File: src/sv/ffba_pkg.sv
`default_nettype none
package ffba_pkg;

  // field widths
  localparam int ACT_W       = 2;
  localparam int ADDR_W      = 48;
  localparam int BYTES_W     = 41;
  localparam int STAT_W      = 3;
  localparam int START_W     = 19;
  localparam int UNITS_W     = 20;
  localparam int REQ_UNITS_W = 21;
  localparam int UNIT_SHIFT  = 21;
  localparam int CFG_DW      = 64;
  localparam int CFG_AW      = 4;

  localparam logic [UNITS_W-1:0] POOL_UNITS_MAX = 20'd524288;
  localparam logic [UNITS_W-1:0] POOL_UNITS_RST = 20'd64;

  // action codes
  localparam logic [ACT_W-1:0] ACT_ALLOC  = 2'd0;
  localparam logic [ACT_W-1:0] ACT_RESIZE = 2'd1;
  localparam logic [ACT_W-1:0] ACT_FREE   = 2'd2;

  // status codes
  localparam logic [STAT_W-1:0] ST_OK      = 3'd0;
  localparam logic [STAT_W-1:0] ST_NOMEM   = 3'd1;
  localparam logic [STAT_W-1:0] ST_UNKNOWN = 3'd2;
  localparam logic [STAT_W-1:0] ST_INVALID = 3'd3;
  localparam logic [STAT_W-1:0] ST_FULL    = 3'd4;

  // configuration register indexes
  localparam logic REG_POOL_BASE  = 1'b0;
  localparam logic REG_POOL_UNITS = 1'b1;

  // one table entry
  typedef struct packed {
    logic [START_W-1:0] start;
    logic [UNITS_W-1:0] units;
  } entry_t;

  // datapath commands
  typedef enum logic [4:0] {
    CMD_NONE, CMD_LOAD, CMD_DECODE, CMD_READ_IDX, CMD_SCAN, CMD_TAIL,
    CMD_READ_PREV, CMD_WRITE_DEC, CMD_INSERT, CMD_FIND, CMD_NOTFOUND,
    CMD_RESIZE, CMD_FREE_UPD, CMD_READ_NEXT, CMD_WRITE_INC, CMD_FREE_END,
    CMD_FINISH
  } cmd_t;

  // datapath status toward the controller
  typedef struct packed {
    logic pre_fail;
    logic is_alloc;
    logic is_resize;
    logic empty;
    logic gap_ok;
    logic scan_last;
    logic tail_ok;
    logic at_pos;
    logic find_end;
    logic match;
    logic shdn_end;
    logic out_free;
  } dp_stat_t;

endpackage
`default_nettype wire

File: src/sv/ffba_req_if.sv
`default_nettype none
interface ffba_req_if;
  logic                            valid;
  logic                            ready;
  logic [ffba_pkg::ACT_W-1:0]      action;
  logic [ffba_pkg::ADDR_W-1:0]     request_address;
  logic [ffba_pkg::BYTES_W-1:0]    request_bytes;

  modport source (output valid, action, request_address, request_bytes, input ready);
  modport sink   (input valid, action, request_address, request_bytes, output ready);
endinterface
`default_nettype wire

File: src/sv/ffba_rsp_if.sv
`default_nettype none
interface ffba_rsp_if;
  logic                         valid;
  logic                         ready;
  logic [ffba_pkg::STAT_W-1:0]  status;
  logic [ffba_pkg::ADDR_W-1:0]  block_address;

  modport source (output valid, status, block_address, input ready);
  modport sink   (input valid, status, block_address, output ready);
endinterface
`default_nettype wire

File: src/sv/ffba_ctrl.sv
`default_nettype none
module ffba_ctrl (
  input  wire logic               clk,
  input  wire logic               rst_n,
  input  wire logic               in_valid,
  output logic                    in_ready,
  input  wire ffba_pkg::dp_stat_t stat,
  output ffba_pkg::cmd_t          cmd
);

  typedef enum logic [17:0] {
    S_IDLE     = 18'h00001,
    S_DECODE   = 18'h00002,
    S_SCAN_RD  = 18'h00004,
    S_SCAN_CHK = 18'h00008,
    S_TAIL     = 18'h00010,
    S_SHUP_CHK = 18'h00020,
    S_SHUP_RD  = 18'h00040,
    S_SHUP_WR  = 18'h00080,
    S_INSERT   = 18'h00100,
    S_FIND_RD  = 18'h00200,
    S_FIND_CHK = 18'h00400,
    S_RESIZE   = 18'h00800,
    S_FREE_UPD = 18'h01000,
    S_SHDN_CHK = 18'h02000,
    S_SHDN_RD  = 18'h04000,
    S_SHDN_WR  = 18'h08000,
    S_FREE_END = 18'h10000,
    S_FINISH   = 18'h20000
  } state_t;

  state_t state_r, state_nxt;

  assign in_ready = (state_r == S_IDLE);

  // next state and command
  always_comb begin
    state_nxt = state_r;
    cmd       = ffba_pkg::CMD_NONE;
    unique case (state_r)
      S_IDLE: begin
        if (in_valid) begin
          cmd       = ffba_pkg::CMD_LOAD;
          state_nxt = S_DECODE;
        end
      end
      S_DECODE: begin
        cmd = ffba_pkg::CMD_DECODE;
        if (stat.pre_fail)      state_nxt = S_FINISH;
        else if (!stat.is_alloc) state_nxt = S_FIND_RD;
        else if (stat.empty)    state_nxt = S_INSERT;
        else                    state_nxt = S_SCAN_RD;
      end
      S_SCAN_RD: begin
        cmd       = ffba_pkg::CMD_READ_IDX;
        state_nxt = S_SCAN_CHK;
      end
      S_SCAN_CHK: begin
        cmd = ffba_pkg::CMD_SCAN;
        if (stat.gap_ok)         state_nxt = S_SHUP_CHK;
        else if (stat.scan_last) state_nxt = S_TAIL;
        else                     state_nxt = S_SCAN_RD;
      end
      S_TAIL: begin
        cmd       = ffba_pkg::CMD_TAIL;
        state_nxt = stat.tail_ok ? S_SHUP_CHK : S_FINISH;
      end
      S_SHUP_CHK: begin
        state_nxt = stat.at_pos ? S_INSERT : S_SHUP_RD;
      end
      S_SHUP_RD: begin
        cmd       = ffba_pkg::CMD_READ_PREV;
        state_nxt = S_SHUP_WR;
      end
      S_SHUP_WR: begin
        cmd       = ffba_pkg::CMD_WRITE_DEC;
        state_nxt = S_SHUP_CHK;
      end
      S_INSERT: begin
        cmd       = ffba_pkg::CMD_INSERT;
        state_nxt = S_FINISH;
      end
      S_FIND_RD: begin
        if (stat.find_end) begin
          cmd       = ffba_pkg::CMD_NOTFOUND;
          state_nxt = S_FINISH;
        end else begin
          cmd       = ffba_pkg::CMD_READ_IDX;
          state_nxt = S_FIND_CHK;
        end
      end
      S_FIND_CHK: begin
        cmd = ffba_pkg::CMD_FIND;
        if (!stat.match)         state_nxt = S_FIND_RD;
        else if (stat.is_resize) state_nxt = S_RESIZE;
        else                     state_nxt = S_FREE_UPD;
      end
      S_RESIZE: begin
        cmd       = ffba_pkg::CMD_RESIZE;
        state_nxt = S_FINISH;
      end
      S_FREE_UPD: begin
        cmd       = ffba_pkg::CMD_FREE_UPD;
        state_nxt = S_SHDN_CHK;
      end
      S_SHDN_CHK: begin
        state_nxt = stat.shdn_end ? S_FREE_END : S_SHDN_RD;
      end
      S_SHDN_RD: begin
        cmd       = ffba_pkg::CMD_READ_NEXT;
        state_nxt = S_SHDN_WR;
      end
      S_SHDN_WR: begin
        cmd       = ffba_pkg::CMD_WRITE_INC;
        state_nxt = S_SHDN_CHK;
      end
      S_FREE_END: begin
        cmd       = ffba_pkg::CMD_FREE_END;
        state_nxt = S_FINISH;
      end
      S_FINISH: begin
        if (stat.out_free) begin
          cmd       = ffba_pkg::CMD_FINISH;
          state_nxt = S_IDLE;
        end
      end
      default: state_nxt = S_IDLE;
    endcase
  end

  always_ff @(posedge clk) begin
    if (!rst_n) state_r <= S_IDLE;
    else        state_r <= state_nxt;
  end

endmodule
`default_nettype wire

File: src/sv/ffba_dp.sv
`default_nettype none
module ffba_dp #(
  parameter int MAX_BLOCKS = 64
) (
  input  wire logic                          clk,
  input  wire logic                          rst_n,
  input  wire ffba_pkg::cmd_t                cmd,
  output ffba_pkg::dp_stat_t                 stat,
  // request payload
  input  wire logic [ffba_pkg::ACT_W-1:0]    in_action,
  input  wire logic [ffba_pkg::ADDR_W-1:0]   in_address,
  input  wire logic [ffba_pkg::BYTES_W-1:0]  in_bytes,
  // result register
  output logic                               out_valid,
  input  wire logic                          out_ready,
  output logic [ffba_pkg::STAT_W-1:0]        out_status,
  output logic [ffba_pkg::ADDR_W-1:0]        out_address,
  // configuration
  input  wire logic                          cfg_we,
  input  wire logic                          cfg_sel,
  input  wire logic [ffba_pkg::CFG_DW-1:0]   cfg_wdata,
  output logic [ffba_pkg::CFG_DW-1:0]        cfg_rdata
);

  localparam int AW = (MAX_BLOCKS > 1) ? $clog2(MAX_BLOCKS) : 1;
  localparam int CW = $clog2(MAX_BLOCKS + 1);
  localparam int UW = ffba_pkg::UNITS_W;
  localparam int RW = ffba_pkg::REQ_UNITS_W;
  localparam int SW = ffba_pkg::START_W;
  localparam int AD = ffba_pkg::ADDR_W;

  // block table
  ffba_pkg::entry_t mem [MAX_BLOCKS];
  ffba_pkg::entry_t rdata_r;
  ffba_pkg::entry_t wr_data;
  logic             mem_we, mem_re;
  logic [CW-1:0]    wr_idx, rd_idx;

  // request and work registers
  logic [ffba_pkg::ACT_W-1:0]  act_r;
  logic [AD-1:0]               addr_r;
  logic                        bytes_zero_r;
  logic [RW-1:0]               units_r;
  logic [CW-1:0]               idx_r, idx_nxt;
  logic [CW-1:0]               pos_r, count_r;
  logic [SW-1:0]               start_r;
  logic [UW-1:0]               prev_end_r, old_r;
  logic [UW-1:0]               free_r, used_r, pool_r;
  logic [AD-1:0]               base_r;
  logic [ffba_pkg::STAT_W-1:0] status_r, pre_status;
  logic [ffba_pkg::BYTES_W-1:0] bytes_m1;

  // derived values
  logic [UW-1:0] rd_end, gap, tail, pool_new, free_new;
  logic [RW-1:0] fit_room;
  logic [AD-1:0] rd_addr_cmp, res_addr;
  logic          fit_ok;

  assign bytes_m1    = in_bytes - 1'b1;
  assign rd_end      = UW'(rdata_r.start) + rdata_r.units;
  assign gap         = (UW'(rdata_r.start) > prev_end_r) ? UW'(rdata_r.start) - prev_end_r
                                                         : '0;
  assign tail        = (pool_r > prev_end_r) ? pool_r - prev_end_r : '0;
  assign fit_room    = RW'(free_r) + RW'(old_r);
  assign fit_ok      = (units_r <= fit_room);
  assign rd_addr_cmp = base_r + (AD'(rdata_r.start) << ffba_pkg::UNIT_SHIFT);
  assign res_addr    = base_r + (AD'(start_r) << ffba_pkg::UNIT_SHIFT);

  // early checks on the latched request
  always_comb begin
    case (act_r)
      ffba_pkg::ACT_ALLOC: begin
        if (bytes_zero_r)                pre_status = ffba_pkg::ST_INVALID;
        else if (units_r > RW'(free_r))  pre_status = ffba_pkg::ST_NOMEM;
        else if (count_r >= CW'(MAX_BLOCKS)) pre_status = ffba_pkg::ST_FULL;
        else                             pre_status = ffba_pkg::ST_OK;
      end
      ffba_pkg::ACT_RESIZE:
        pre_status = (bytes_zero_r || addr_r == '0) ? ffba_pkg::ST_INVALID : ffba_pkg::ST_OK;
      ffba_pkg::ACT_FREE:
        pre_status = (addr_r == '0) ? ffba_pkg::ST_INVALID : ffba_pkg::ST_OK;
      default: pre_status = ffba_pkg::ST_INVALID;
    endcase
  end

  // status toward the controller
  always_comb begin
    stat.pre_fail  = (pre_status != ffba_pkg::ST_OK);
    stat.is_alloc  = (act_r == ffba_pkg::ACT_ALLOC);
    stat.is_resize = (act_r == ffba_pkg::ACT_RESIZE);
    stat.empty     = (count_r == '0);
    stat.gap_ok    = (idx_r != '0) && (RW'(gap) >= units_r);
    stat.scan_last = (CW'(idx_r + 1'b1) == count_r);
    stat.tail_ok   = (RW'(tail) >= units_r);
    stat.at_pos    = (idx_r == pos_r);
    stat.find_end  = (idx_r == count_r);
    stat.match     = (rd_addr_cmp == addr_r);
    stat.shdn_end  = (CW'(idx_r + 1'b1) >= count_r);
    stat.out_free  = !out_valid || out_ready;
  end

  // table port control
  always_comb begin
    mem_we  = 1'b0;
    mem_re  = 1'b0;
    wr_idx  = idx_r;
    rd_idx  = idx_r;
    wr_data = rdata_r;
    case (cmd) inside
      ffba_pkg::CMD_READ_IDX:  mem_re = 1'b1;
      ffba_pkg::CMD_READ_PREV: begin
        mem_re = 1'b1;
        rd_idx = idx_r - 1'b1;
      end
      ffba_pkg::CMD_READ_NEXT: begin
        mem_re = 1'b1;
        rd_idx = idx_r + 1'b1;
      end
      ffba_pkg::CMD_WRITE_DEC,
      ffba_pkg::CMD_WRITE_INC: mem_we = 1'b1;
      ffba_pkg::CMD_INSERT: begin
        mem_we  = 1'b1;
        wr_idx  = pos_r;
        wr_data = '{start: start_r, units: units_r[UW-1:0]};
      end
      ffba_pkg::CMD_RESIZE: begin
        mem_we  = fit_ok;
        wr_idx  = pos_r;
        wr_data = '{start: rdata_r.start, units: units_r[UW-1:0]};
      end
      default: ;
    endcase
  end

  always_ff @(posedge clk) begin
    if (mem_we) mem[wr_idx[AW-1:0]] <= wr_data;
    if (mem_re) rdata_r <= mem[rd_idx[AW-1:0]];
  end

  // configuration write values
  assign pool_new  = (cfg_wdata[UW-1:0] > ffba_pkg::POOL_UNITS_MAX) ? ffba_pkg::POOL_UNITS_MAX
                                                                   : cfg_wdata[UW-1:0];
  assign free_new  = (pool_new > used_r) ? pool_new - used_r : '0;
  assign cfg_rdata = (cfg_sel == ffba_pkg::REG_POOL_UNITS) ? ffba_pkg::CFG_DW'(pool_r)
                                                          : ffba_pkg::CFG_DW'(base_r);

  // scan index
  always_comb begin
    idx_nxt = idx_r;
    case (cmd)
      ffba_pkg::CMD_DECODE:    idx_nxt = '0;
      ffba_pkg::CMD_SCAN:      idx_nxt = stat.gap_ok ? count_r : CW'(idx_r + 1'b1);
      ffba_pkg::CMD_TAIL:      idx_nxt = count_r;
      ffba_pkg::CMD_WRITE_DEC: idx_nxt = idx_r - 1'b1;
      ffba_pkg::CMD_WRITE_INC: idx_nxt = idx_r + 1'b1;
      ffba_pkg::CMD_FIND:      idx_nxt = stat.match ? idx_r : CW'(idx_r + 1'b1);
      ffba_pkg::CMD_FREE_UPD:  idx_nxt = pos_r;
      default: ;
    endcase
  end

  // request, work and index registers
  always_ff @(posedge clk) begin
    idx_r <= idx_nxt;
    case (cmd)
      ffba_pkg::CMD_LOAD: begin
        act_r        <= in_action;
        addr_r       <= in_address;
        bytes_zero_r <= (in_bytes == '0);
        units_r      <= RW'(bytes_m1 >> ffba_pkg::UNIT_SHIFT) + 1'b1;
      end
      ffba_pkg::CMD_DECODE: begin
        pos_r   <= '0;
        start_r <= '0;
      end
      ffba_pkg::CMD_SCAN: begin
        if (stat.gap_ok) begin
          pos_r   <= idx_r;
          start_r <= prev_end_r[SW-1:0];
        end
        prev_end_r <= rd_end;
      end
      ffba_pkg::CMD_TAIL: begin
        pos_r   <= count_r;
        start_r <= prev_end_r[SW-1:0];
      end
      ffba_pkg::CMD_FIND: begin
        if (stat.match) begin
          pos_r <= idx_r;
          old_r <= rdata_r.units;
        end
      end
      default: ;
    endcase
  end

  // control state: counts, status, configuration, result
  always_ff @(posedge clk) begin
    if (!rst_n) begin
      count_r   <= '0;
      free_r    <= ffba_pkg::POOL_UNITS_RST;
      used_r    <= '0;
      pool_r    <= ffba_pkg::POOL_UNITS_RST;
      base_r    <= '0;
      status_r  <= ffba_pkg::ST_OK;
      out_valid <= 1'b0;
    end else begin
      if (cfg_we) begin
        if (cfg_sel == ffba_pkg::REG_POOL_UNITS) begin
          pool_r <= pool_new;
          free_r <= free_new;
        end else begin
          base_r <= cfg_wdata[AD-1:0];
        end
      end
      // result valid: load on finish, drop on accept
      if (cmd == ffba_pkg::CMD_FINISH)  out_valid <= 1'b1;
      else if (out_valid && out_ready) out_valid <= 1'b0;
      case (cmd)
        ffba_pkg::CMD_DECODE: status_r <= pre_status;
        ffba_pkg::CMD_TAIL: begin
          if (!stat.tail_ok) status_r <= ffba_pkg::ST_NOMEM;
        end
        ffba_pkg::CMD_NOTFOUND: status_r <= ffba_pkg::ST_UNKNOWN;
        ffba_pkg::CMD_INSERT: begin
          count_r <= count_r + 1'b1;
          free_r  <= free_r - units_r[UW-1:0];
          used_r  <= used_r + units_r[UW-1:0];
        end
        ffba_pkg::CMD_RESIZE: begin
          if (fit_ok) begin
            free_r <= free_r + old_r - units_r[UW-1:0];
            used_r <= used_r - old_r + units_r[UW-1:0];
          end else begin
            status_r <= ffba_pkg::ST_NOMEM;
          end
        end
        ffba_pkg::CMD_FREE_UPD: begin
          free_r <= free_r + old_r;
          used_r <= used_r - old_r;
        end
        ffba_pkg::CMD_FREE_END: count_r <= count_r - 1'b1;
        ffba_pkg::CMD_FINISH: begin
          out_status  <= status_r;
          out_address <= (status_r == ffba_pkg::ST_OK && act_r == ffba_pkg::ACT_ALLOC)
                         ? res_addr : '0;
        end
        default: ;
      endcase
    end
  end

endmodule
`default_nettype wire

File: src/sv/first_fit_block_allocator_top.sv
// Channel   Direction  Handshake      Payload
// in_req    in         valid/ready    action, request_address, request_bytes
// out_rsp   out        valid/ready    status, block_address
// cfg (APB) in         psel/penable   pool_base @0x0, pool_units @0x8 (64-bit data)
//
// One request at a time. Allocate scans the table for the first gap, then moves entries up
// (or takes the tail, or inserts at once on an empty table); resize and an unknown address
// search the table; free searches it and moves entries down; an early reject goes straight
// to the result. The block table is read one entry per step.
// rst_n is synchronous: it empties the table and loads the register defaults.
// A new request is taken while a result waits on out_rsp; the next result holds in FINISH.
`default_nettype none
module first_fit_block_allocator_top #(
  parameter int MAX_BLOCKS = 64
) (
  input  wire logic                          clk,
  input  wire logic                          rst_n,
  ffba_req_if.sink                           in_req,
  ffba_rsp_if.source                         out_rsp,
  input  wire logic                          psel,
  input  wire logic                          penable,
  input  wire logic                          pwrite,
  input  wire logic [ffba_pkg::CFG_AW-1:0]   paddr,
  input  wire logic [ffba_pkg::CFG_DW-1:0]   pwdata,
  output logic      [ffba_pkg::CFG_DW-1:0]   prdata,
  output logic                               pready
);

  ffba_pkg::cmd_t     cmd;
  ffba_pkg::dp_stat_t stat;
  logic               cfg_we;

  assign pready = 1'b1;
  assign cfg_we = psel && penable && pwrite && pready;

  ffba_ctrl u_ctrl (
    .clk      (clk),
    .rst_n    (rst_n),
    .in_valid (in_req.valid),
    .in_ready (in_req.ready),
    .stat     (stat),
    .cmd      (cmd)
  );

  ffba_dp #(
    .MAX_BLOCKS (MAX_BLOCKS)
  ) u_dp (
    .clk         (clk),
    .rst_n       (rst_n),
    .cmd         (cmd),
    .stat        (stat),
    .in_action   (in_req.action),
    .in_address  (in_req.request_address),
    .in_bytes    (in_req.request_bytes),
    .out_valid   (out_rsp.valid),
    .out_ready   (out_rsp.ready),
    .out_status  (out_rsp.status),
    .out_address (out_rsp.block_address),
    .cfg_we      (cfg_we),
    .cfg_sel     (paddr[3]),
    .cfg_wdata   (pwdata),
    .cfg_rdata   (prdata)
  );

`ifndef SYNTHESIS
  // an accepted request is decoded in the next cycle
  a_load_decode: assert property (@(posedge clk) disable iff (!rst_n)
    in_req.valid && in_req.ready |=> cmd == ffba_pkg::CMD_DECODE)
    else $error("request not decoded after accept");

  // insertion only once the table has been opened at the slot
  a_insert_pos: assert property (@(posedge clk) disable iff (!rst_n)
    cmd == ffba_pkg::CMD_INSERT |-> stat.at_pos)
    else $error("insert away from opened slot");

  // a result is loaded only into a free output register
  a_finish_free: assert property (@(posedge clk) disable iff (!rst_n)
    cmd == ffba_pkg::CMD_FINISH |-> stat.out_free)
    else $error("result overwrites pending result");

  // a new result appears only after a finish command
  a_out_source: assert property (@(posedge clk) disable iff (!rst_n)
    $rose(out_rsp.valid) |-> $past(cmd == ffba_pkg::CMD_FINISH))
    else $error("result without finish");
`endif

endmodule
`default_nettype wire

File: src/flat_wrapper.sv
// flat-port wrapper written by rule: the top's interface ports become plain ports
module first_fit_block_allocator_top_flat 
#(
  parameter int MAX_BLOCKS = 64
)
  (clk, rst_n, psel, penable, pwrite, paddr, pwdata, prdata, pready, in_req_valid, in_req_action, in_req_request_address, in_req_request_bytes, in_req_ready, out_rsp_valid, out_rsp_status, out_rsp_block_address, out_rsp_ready);
  ffba_req_if in_req_i ();
  ffba_rsp_if out_rsp_i ();
  input  wire logic clk;
  input  wire logic rst_n;
  input  wire logic psel;
  input  wire logic penable;
  input  wire logic pwrite;
  input  wire logic [ffba_pkg::CFG_AW-1:0] paddr;
  input  wire logic [ffba_pkg::CFG_DW-1:0] pwdata;
  output logic      [ffba_pkg::CFG_DW-1:0] prdata;
  output logic pready;
  input wire logic [$bits(in_req_i.valid)-1:0] in_req_valid;
  input wire logic [$bits(in_req_i.action)-1:0] in_req_action;
  input wire logic [$bits(in_req_i.request_address)-1:0] in_req_request_address;
  input wire logic [$bits(in_req_i.request_bytes)-1:0] in_req_request_bytes;
  output wire logic [$bits(in_req_i.ready)-1:0] in_req_ready;
  output wire logic [$bits(out_rsp_i.valid)-1:0] out_rsp_valid;
  output wire logic [$bits(out_rsp_i.status)-1:0] out_rsp_status;
  output wire logic [$bits(out_rsp_i.block_address)-1:0] out_rsp_block_address;
  input wire logic [$bits(out_rsp_i.ready)-1:0] out_rsp_ready;
  assign in_req_i.valid = in_req_valid;
  assign in_req_i.action = in_req_action;
  assign in_req_i.request_address = in_req_request_address;
  assign in_req_i.request_bytes = in_req_request_bytes;
  assign in_req_ready = in_req_i.ready;
  assign out_rsp_valid = out_rsp_i.valid;
  assign out_rsp_status = out_rsp_i.status;
  assign out_rsp_block_address = out_rsp_i.block_address;
  assign out_rsp_i.ready = out_rsp_ready;
  first_fit_block_allocator_top #(.MAX_BLOCKS(MAX_BLOCKS)) u_core (.clk(clk), .rst_n(rst_n), .in_req(in_req_i), .out_rsp(out_rsp_i), .psel(psel), .penable(penable), .pwrite(pwrite), .paddr(paddr), .pwdata(pwdata), .prdata(prdata), .pready(pready));
endmodule
File: config.mk
export PLATFORM = sky130hd
export DESIGN_NAME = first_fit_block_allocator_top_flat
export DESIGN_NICKNAME = d
export VERILOG_FILES = /design/src/sv/ffba_pkg.sv /design/src/sv/ffba_req_if.sv /design/src/sv/ffba_rsp_if.sv /design/src/sv/ffba_ctrl.sv /design/src/sv/ffba_dp.sv /design/src/sv/first_fit_block_allocator_top.sv /design/src/flat_wrapper.sv
export SDC_FILE = /design/constraint.sdc
export NUM_CORES = 2
export LEC_CHECK = 0
export ABC_AREA = 0
export ABC_CLOCK_PERIOD_IN_PS = 9100
export BUFFER_PORTS_ARGS = -buffer_cell sky130_fd_sc_hd__clkbuf_2
export CAP_MARGIN = 15
export CORE_UTILIZATION = 27
export CTS_BUF_LIST = sky130_fd_sc_hd__clkbuf_8 sky130_fd_sc_hd__clkbuf_16
export CTS_CLUSTER_SIZE = 24
export DETAILED_ROUTE_END_ITERATION = 6
export GPL_ROUTABILITY_DRIVEN = 0
export PLACE_DENSITY = 0.44
export RECOVER_POWER = 50
export SETUP_SLACK_MARGIN = 0.02
export SLEW_MARGIN = 20
export SYNTH_ARGS = -nofsm -noshare
export SYNTH_HDL_FRONTEND = slang
export SYNTH_SLANG_ARGS = --single-unit
export TNS_END_PERCENT = 20
File: constraint.sdc
create_clock -name clk -period 9.1 [get_ports clk]
set_clock_uncertainty 0.2 [all_clocks]
set_input_delay 2.73 -clock clk [delete_from_list [all_inputs] [get_ports clk]]
set_output_delay 2.73 -clock clk [all_outputs]
set_load 0.005 [all_outputs]
======== Yosys cells after proc, flatten, opt, wreduce, memory -nomap -nowiden ========
Memory sizes are Yosys's and may differ from the RTL's. A register that Yosys moved wholly into a read port is not among the register bits.
Index checks and enable logic that the tools add are counted.
word-level totals
  RAM bits ................................ 2496
  memories kept ........................... 1
  register bits ........................... 333
  ROM bits ................................ 0
  output and inout port bits .............. 118
  bits in latches ......................... 0
  logic and storage cells ................. 208
operators by class
  add/sub/neg operators ................... 19
  shifts and indexed selects .............. 0
  reduce and logical (&&, ||, !) cells .... 35
  equal/unequal tests ..................... 48
  muxes and demuxes ....................... 75
  magnitude comparators ................... 10
  $mul .................................... 0
  bitwise operators ....................... 1
  div/mod/pow operators ................... 0
memory list
  name             depth  width  read ports  clocked after Yosys merged registers in  wr ports  line           source
  u_core.u_dp.mem  64     39     1           1                                        1         ffba_dp.sv:33  ffba_pkg::entry_t mem [MAX_BLOCKS];
operators by type and width
  operator                                              count
  case mux 18 bit (15 select lines)                     1
  two-way mux 39 bit                                    5
  two-way mux 20 bit                                    9
  case mux 20 bit (3 select lines)                      2
  subtractor 20 bit                                     5
  adder 48 x 40 -> 48 bit                               2
  two-way mux 18 bit                                    5
  case mux 5 bit (16 select lines)                      1
  adder 20 bit                                          3
  two-way mux 6 bit                                     10
  case mux 19 bit (3 select lines)                      1
  case mux 7 bit (7 select lines)                       1
  equality test 48 bit                                  1
  zero test 48 bit                                      1
  two-way mux 48 bit                                    1
  >= comparator 20 x 21 -> 1 bit                        2
  zero test 41 bit                                      1
  subtractor 41 x 1 -> 41 bit (second input constant)   1
  equality test 5 x 4 -> 1 bit (second input constant)  8
  greater-than comparator 20 bit                        2
  two-way mux 7 bit                                     4
  case mux 7 bit (4 select lines)                       1
  two-way mux 13 bit                                    2
  adder 20 x 1 -> 21 bit (second input constant)        1
  other kinds (65)                                      118

======== Longest topological paths before layout ========
  depth in word-level cells ............... 13
  depth in mapped cells ................... 25
  depth with buffers taken out ............ 24

======== By module ========
Synthesis repeated with hierarchy kept, for this count alone.
second synthesis, totals
  cell total of the unflattened synthesis .. 7478
  area total of the unflattened synthesis .. 125892.0 µm²
by module, submodules not included
  module                         times used  area each (µm²)  cells each  seq. area each (µm²)
  ffba_dp                        1           124615.8         7318        84390.9
  ffba_ctrl                      1           1258.7           157         360.3
  first_fit_block_allocator_top  1           17.5             3           0.0

======== Worst setup path before layout ========
No wires, ideal clock.
  path kind ............................... reg-to-reg
  start ................................... register u_core.u_dp.old_r[0]
  end ..................................... memory u_core.u_dp.mem[32][0] (netlist bit) (enable)
  path slack .............................. 1.958 ns
  data arrival time ....................... 6.507 ns
  stages on the path, launching flop included .. 22
  setup time .............................. 0.435 ns
  required time ........................... 8.465 ns
  path buffers ............................ 1
  cell sequence ........................... edfxtp_1 ha_1 fa_1 a21oi_1 o21ai_0 a2111oi_0 nor4_1 o31ai_1 o21bai_1 a21oi_1 xor2_1 inv_1 ha_1 and4_1 a221oi_1 nand2b_1 a31oi_1 clkbuf_1 nor2_1 o22ai_1 nand2_1 nor2_1
on the way
  word-level cells in the longest chain between the ends .. 10
RTL lines
  element                                  line            source
  start: declaration                       ffba_dp.sv:47   logic [UW-1:0] prev_end_r, old_r;
  start signal: assignment                 ffba_dp.sv:190  old_r <= rdata_r.units;
  adder 20 x 20 -> 21 bit                  ffba_dp.sv:64   assign fit_room = RW'(free_r) + RW'(old_r);
  <= comparator 21 bit                     ffba_dp.sv:65   assign fit_ok = (units_r <= fit_room);
  two-way mux 1 bit (6 in series)          ffba_dp.sv:109  case (cmd) inside
  two-way mux 1 bit                        ffba_dp.sv:136  if (mem_we) mem[wr_idx[AW-1:0]] <= wr_data;
  two-way mux 1 bit (not written as such)  ffba_dp.sv:136
  end: declaration                         ffba_dp.sv:33
Every way passes these cells.

==> results.md <==
* Vias at 86100
* Setup slack after layout at 1.31 ns
* Cell family with most CP delay: buffers and inverters
* CP bufs+invs at 2
* Remaining DRCs at 1
* Die W at 684 um
* Slew HR at -169%
* Skew-Pair Late Insertion Delay at 0.95 ns
* Violated checks: design-rule violations, max-capacitance violations, max-slew violations
* WS Path Type: reg2reg
* CTS buffer count at 325
* Slowest Stage Delay on Critical Path at 2.68 ns
* Largest net degree at the start of global routing at 177
* Combinational share of power at 3.1%
* Peak Freq at 128 MHz
* Pre-CTS setup slack at 1.54 ns
* CTS Sinks at 2868
* Register area at 0.0848 mm^2
* Max Cap Viol at 36
* Power, Total at 28000 uW
* Syn avg cell area at 12.2 um^2
* Switch Pwr at 6160 uW
* Static Leak at 0.0502 uW
* Synth area leader: edfxtp_1
* Die height at 684 um
* # setup viols final at 0
* Detail Placement HPWL at 279000 um
* Core Box Area at 0.461 mm^2
* Fin Hold WS at 0.280 ns
* Yosys top cell area share at 65.4%
* Hold bufs inserted after CTS at 0
* Clk pwr share at 45.5%
* Area Overhead vs Synth at 16.8%
* Max Slew Vio Count at 2164
* Final Critical Period at 7.79 ns
* Worst-path cell chain: nor4_1 > nand4_1 > nor4_1 > clkbuf_1 > mux2_1 > clkbuf_1
* GRT overflow at 0
* Post-Synthesis Cells at 10300
* CTS HTree Levels at 5
* First-pass GRT wire length at 622000 um
* CTS resizes at 0
* Buffers on Ports at 247
* Sw frac at 22.0%
* RSZ-0062 raised after global routing: false
* Full die area at 0.467 mm^2
* Worst-Margin Slew at 4.04 ns
* Crit path max fanout at 64
* Synth Cell Area at 0.125 mm^2
* Final hold vios at 0
* Class of the worst hold path: reg2reg
* Seq/Total Area, Yosys at 67.6%
* Ys async rst share at 0%
* Total Routed Length at 442000 um
* Yosys warns at 0
* Layout Nets at 11100
* Share of layout cells above drive strength 1 at 10.3%
* Clock root buffer: clkbuf_16
* Final core utilization at 31.8%
* Crit path DAT at 7.74 ns
* Kind of start point of the critical path: register
* Reg power frac at 51.4%
* Average routed wire per standard cell at 25.9 um
* Pint at 21800 uW
* Clock Path Buffers at 4
* Crit path max-delay cell type: clkbuf_1
* CTS tree: built
* Initial antenna violation count at 20
* Dominant cells by area after synthesis: edfxtp_1 (65%), nand2_1 (7.7%), nand3_1 (3.4%)
* Drt via density at 5.06
* #FFs+latches synth at 2868
* Post-DRT Antenna Nets at 0
* Initial core utilization at 27.2%
* Power Dens Cells at 191 mW/mm^2
* CP endpoint kind: register
* Fillers at 46100
* Critical Path RT at 9.05 ns
* Status: finished with violations
* DR iter-0 viols at 8680
* Area of the multi-input gates at 0.0386 mm^2
* Peak supply drop at 148 uV
* # Post-CTS Setup Buffers at 0
* Unique cell type count in the Yosys netlist at 92
* Final worst path period share at 85.6%
* Vias in the first global route at 82900
* GRT Total Usage at 18.2%
* Ports at 284
* Reg clk slew, reported paths at 0.06 ns
* Pre-Repair DR Iteration Count at 7
* Setup TNS at 0 ns
* Rows at 249
* Most used DFF post-synth: edfxtp_1
* Number of synthesized flops with an enable pin at 2731
==> layout make-up <==
type / instances / area share, %
clock buffers: 339 / 5.73
repair buffers: 559 / 3.09
flip-flops and latches: 2868 / 57.8
diodes: 8 / 0.0137
multi-input cells: 6664 / 26.3
clock inverters: 240 / 1.23
inverters: 200 / 0.513
well taps: 6149 / 5.25
==> registers in the layout, summed over array words and instances, names as in the netlist, 18 cells and up <==
register,flops
u_core.u_dp.start_r,19
u_core.u_dp.pool_r,20
u_core.u_dp.mem,2496
u_core.u_dp.used_r,20
u_core.u_dp.prev_end_r,20
u_core.u_dp.old_r,20
u_core.u_dp.base_r,48
u_core.u_dp.units_r,21
u_core.u_dp.addr_r,48
u_core.u_dp.free_r,20
u_core.u_dp.out_address,48
u_core.u_ctrl.state_r,18
u_core.u_dp.rdata_r,39
==> power by group through the flow <==
stage | logic, uW | clock network (uW) | registers (uW)
after global routing | 954 | 13400 | 14400
final | 881 | 12700 | 14400
after CTS | 881 | 13000 | 14400
after global placement | 870 | 0 | 14600
after detailed placement | 875 | 0 | 14600
after floorplan | 525 | 0 | 14600
==> cells in the mapped netlist (137+ instances only) <==
| cell | instances |
|---|---|
| a21oi_1 | 301 |
| a31oi_1 | 161 |
| a32oi_1 | 145 |
| clkbuf_1 | 346 |
| dfxtp_1 | 137 |
| edfxtp_1 | 2731 |
| ha_1 | 308 |
| inv_1 | 197 |
| mux2i_1 | 166 |
| nand2_1 | 2562 |
| nand3_1 | 840 |
| nand4_1 | 288 |
| nor2_1 | 353 |
| o21ai_0 | 182 |
| xnor2_1 | 170 |
==> worst register-to-register path, delay by kind of cell (launching register included) <==
kind / cells / cell delay [ns]
and+or+nand+nor: 3 / 1.69
muxes: 1 / 0.37
buffers and inverters: 2 / 4.18
DFF: 1 / 0.34
==> layout by cell type, fill, tap and decap left out, types with 56 or more instances in the layout <==
| cell type | instances |
|---|---|
| edfxtp_1 | 2731 |
| nand2_1 | 2558 |
| nand3_1 | 840 |
| clkbuf_16 | 332 |
| ha_1 | 308 |
| a21oi_1 | 301 |
| nand4_1 | 288 |
| nor2_1 | 280 |
| inv_1 | 263 |
| clkbuf_2 | 201 |
| buf_4 | 188 |
| o21ai_0 | 171 |
| xnor2_1 | 166 |
| mux2i_1 | 164 |
| a31oi_1 | 158 |
| a32oi_1 | 145 |
| dfxtp_1 | 137 |
| and3_1 | 123 |
| xor2_1 | 103 |
| buf_12 | 91 |
| nor3_1 | 83 |
| clkbuf_1 | 79 |
| nor2b_1 | 77 |
| nor2_4 | 71 |
| clkinv_1 | 68 |
| a21o_1 | 66 |
| o21a_1 | 56 |
==> worst paths after layout <==
| kind | from | end | slack, ns | cells after the start |
|---|---|---|---|---|
| min reg2reg | u_core.u_dp.pool_r[19]$_SDFFE_PN0P_ | u_core.u_dp.pool_r[19]$_SDFFE_PN0P_ | 0.28 | 2 |
| min | u_core.u_dp.pool_r[19]$_SDFFE_PN0P_ | u_core.u_dp.pool_r[19]$_SDFFE_PN0P_ | 0.28 | 2 |
| max | u_core.u_ctrl.state_r[17]$_SDFFE_PN0P_ | u_core.u_dp.mem[1][28]$_DFFE_PP_ | 1.31 | 6 |
| max reg2reg | u_core.u_ctrl.state_r[17]$_SDFFE_PN0P_ | u_core.u_dp.mem[1][28]$_DFFE_PP_ | 1.31 | 6 |
==> metrics by stage <==
step,instances,area (um^2)
after floorplan,10300,125000
after global placement,16400,137000
after detailed placement,16400,137000
after CTS,17000,147000
after global routing,17000,147000
final,17000,147000
==> layer usage <==
| layer | part of all wire (%) | vias up | GRT usage [%] |
|---|---|---|---|
| li1 | - | 38600 | - |
| met1 | 45 | 44100 | 25.4 |
| met2 | 46 | 2866 | 29.7 |
| met3 | 6.2 | 522 | 2.45 |
| met4 | 2.7 | 4 | 4.64 |
| met5 | 0.026 | - | 0.153 |
==> kinds of logic after synthesis <==
| kind of cell | count (synthesis) | synth area share [%] |
|---|---|---|
| flops | 2868 | 67.6 |
| compound gates | 1287 | 6.96 |
| simple gates | 4554 | 16.1 |
| other cells | 2 | 0.00599 |
| xor+xnor | 275 | 1.93 |
| buf+inv | 736 | 2.39 |
| mux | 211 | 1.76 |
| fa+ha+maj | 320 | 3.26 |
No activity file was read; power rests on OpenSTA's default activity.
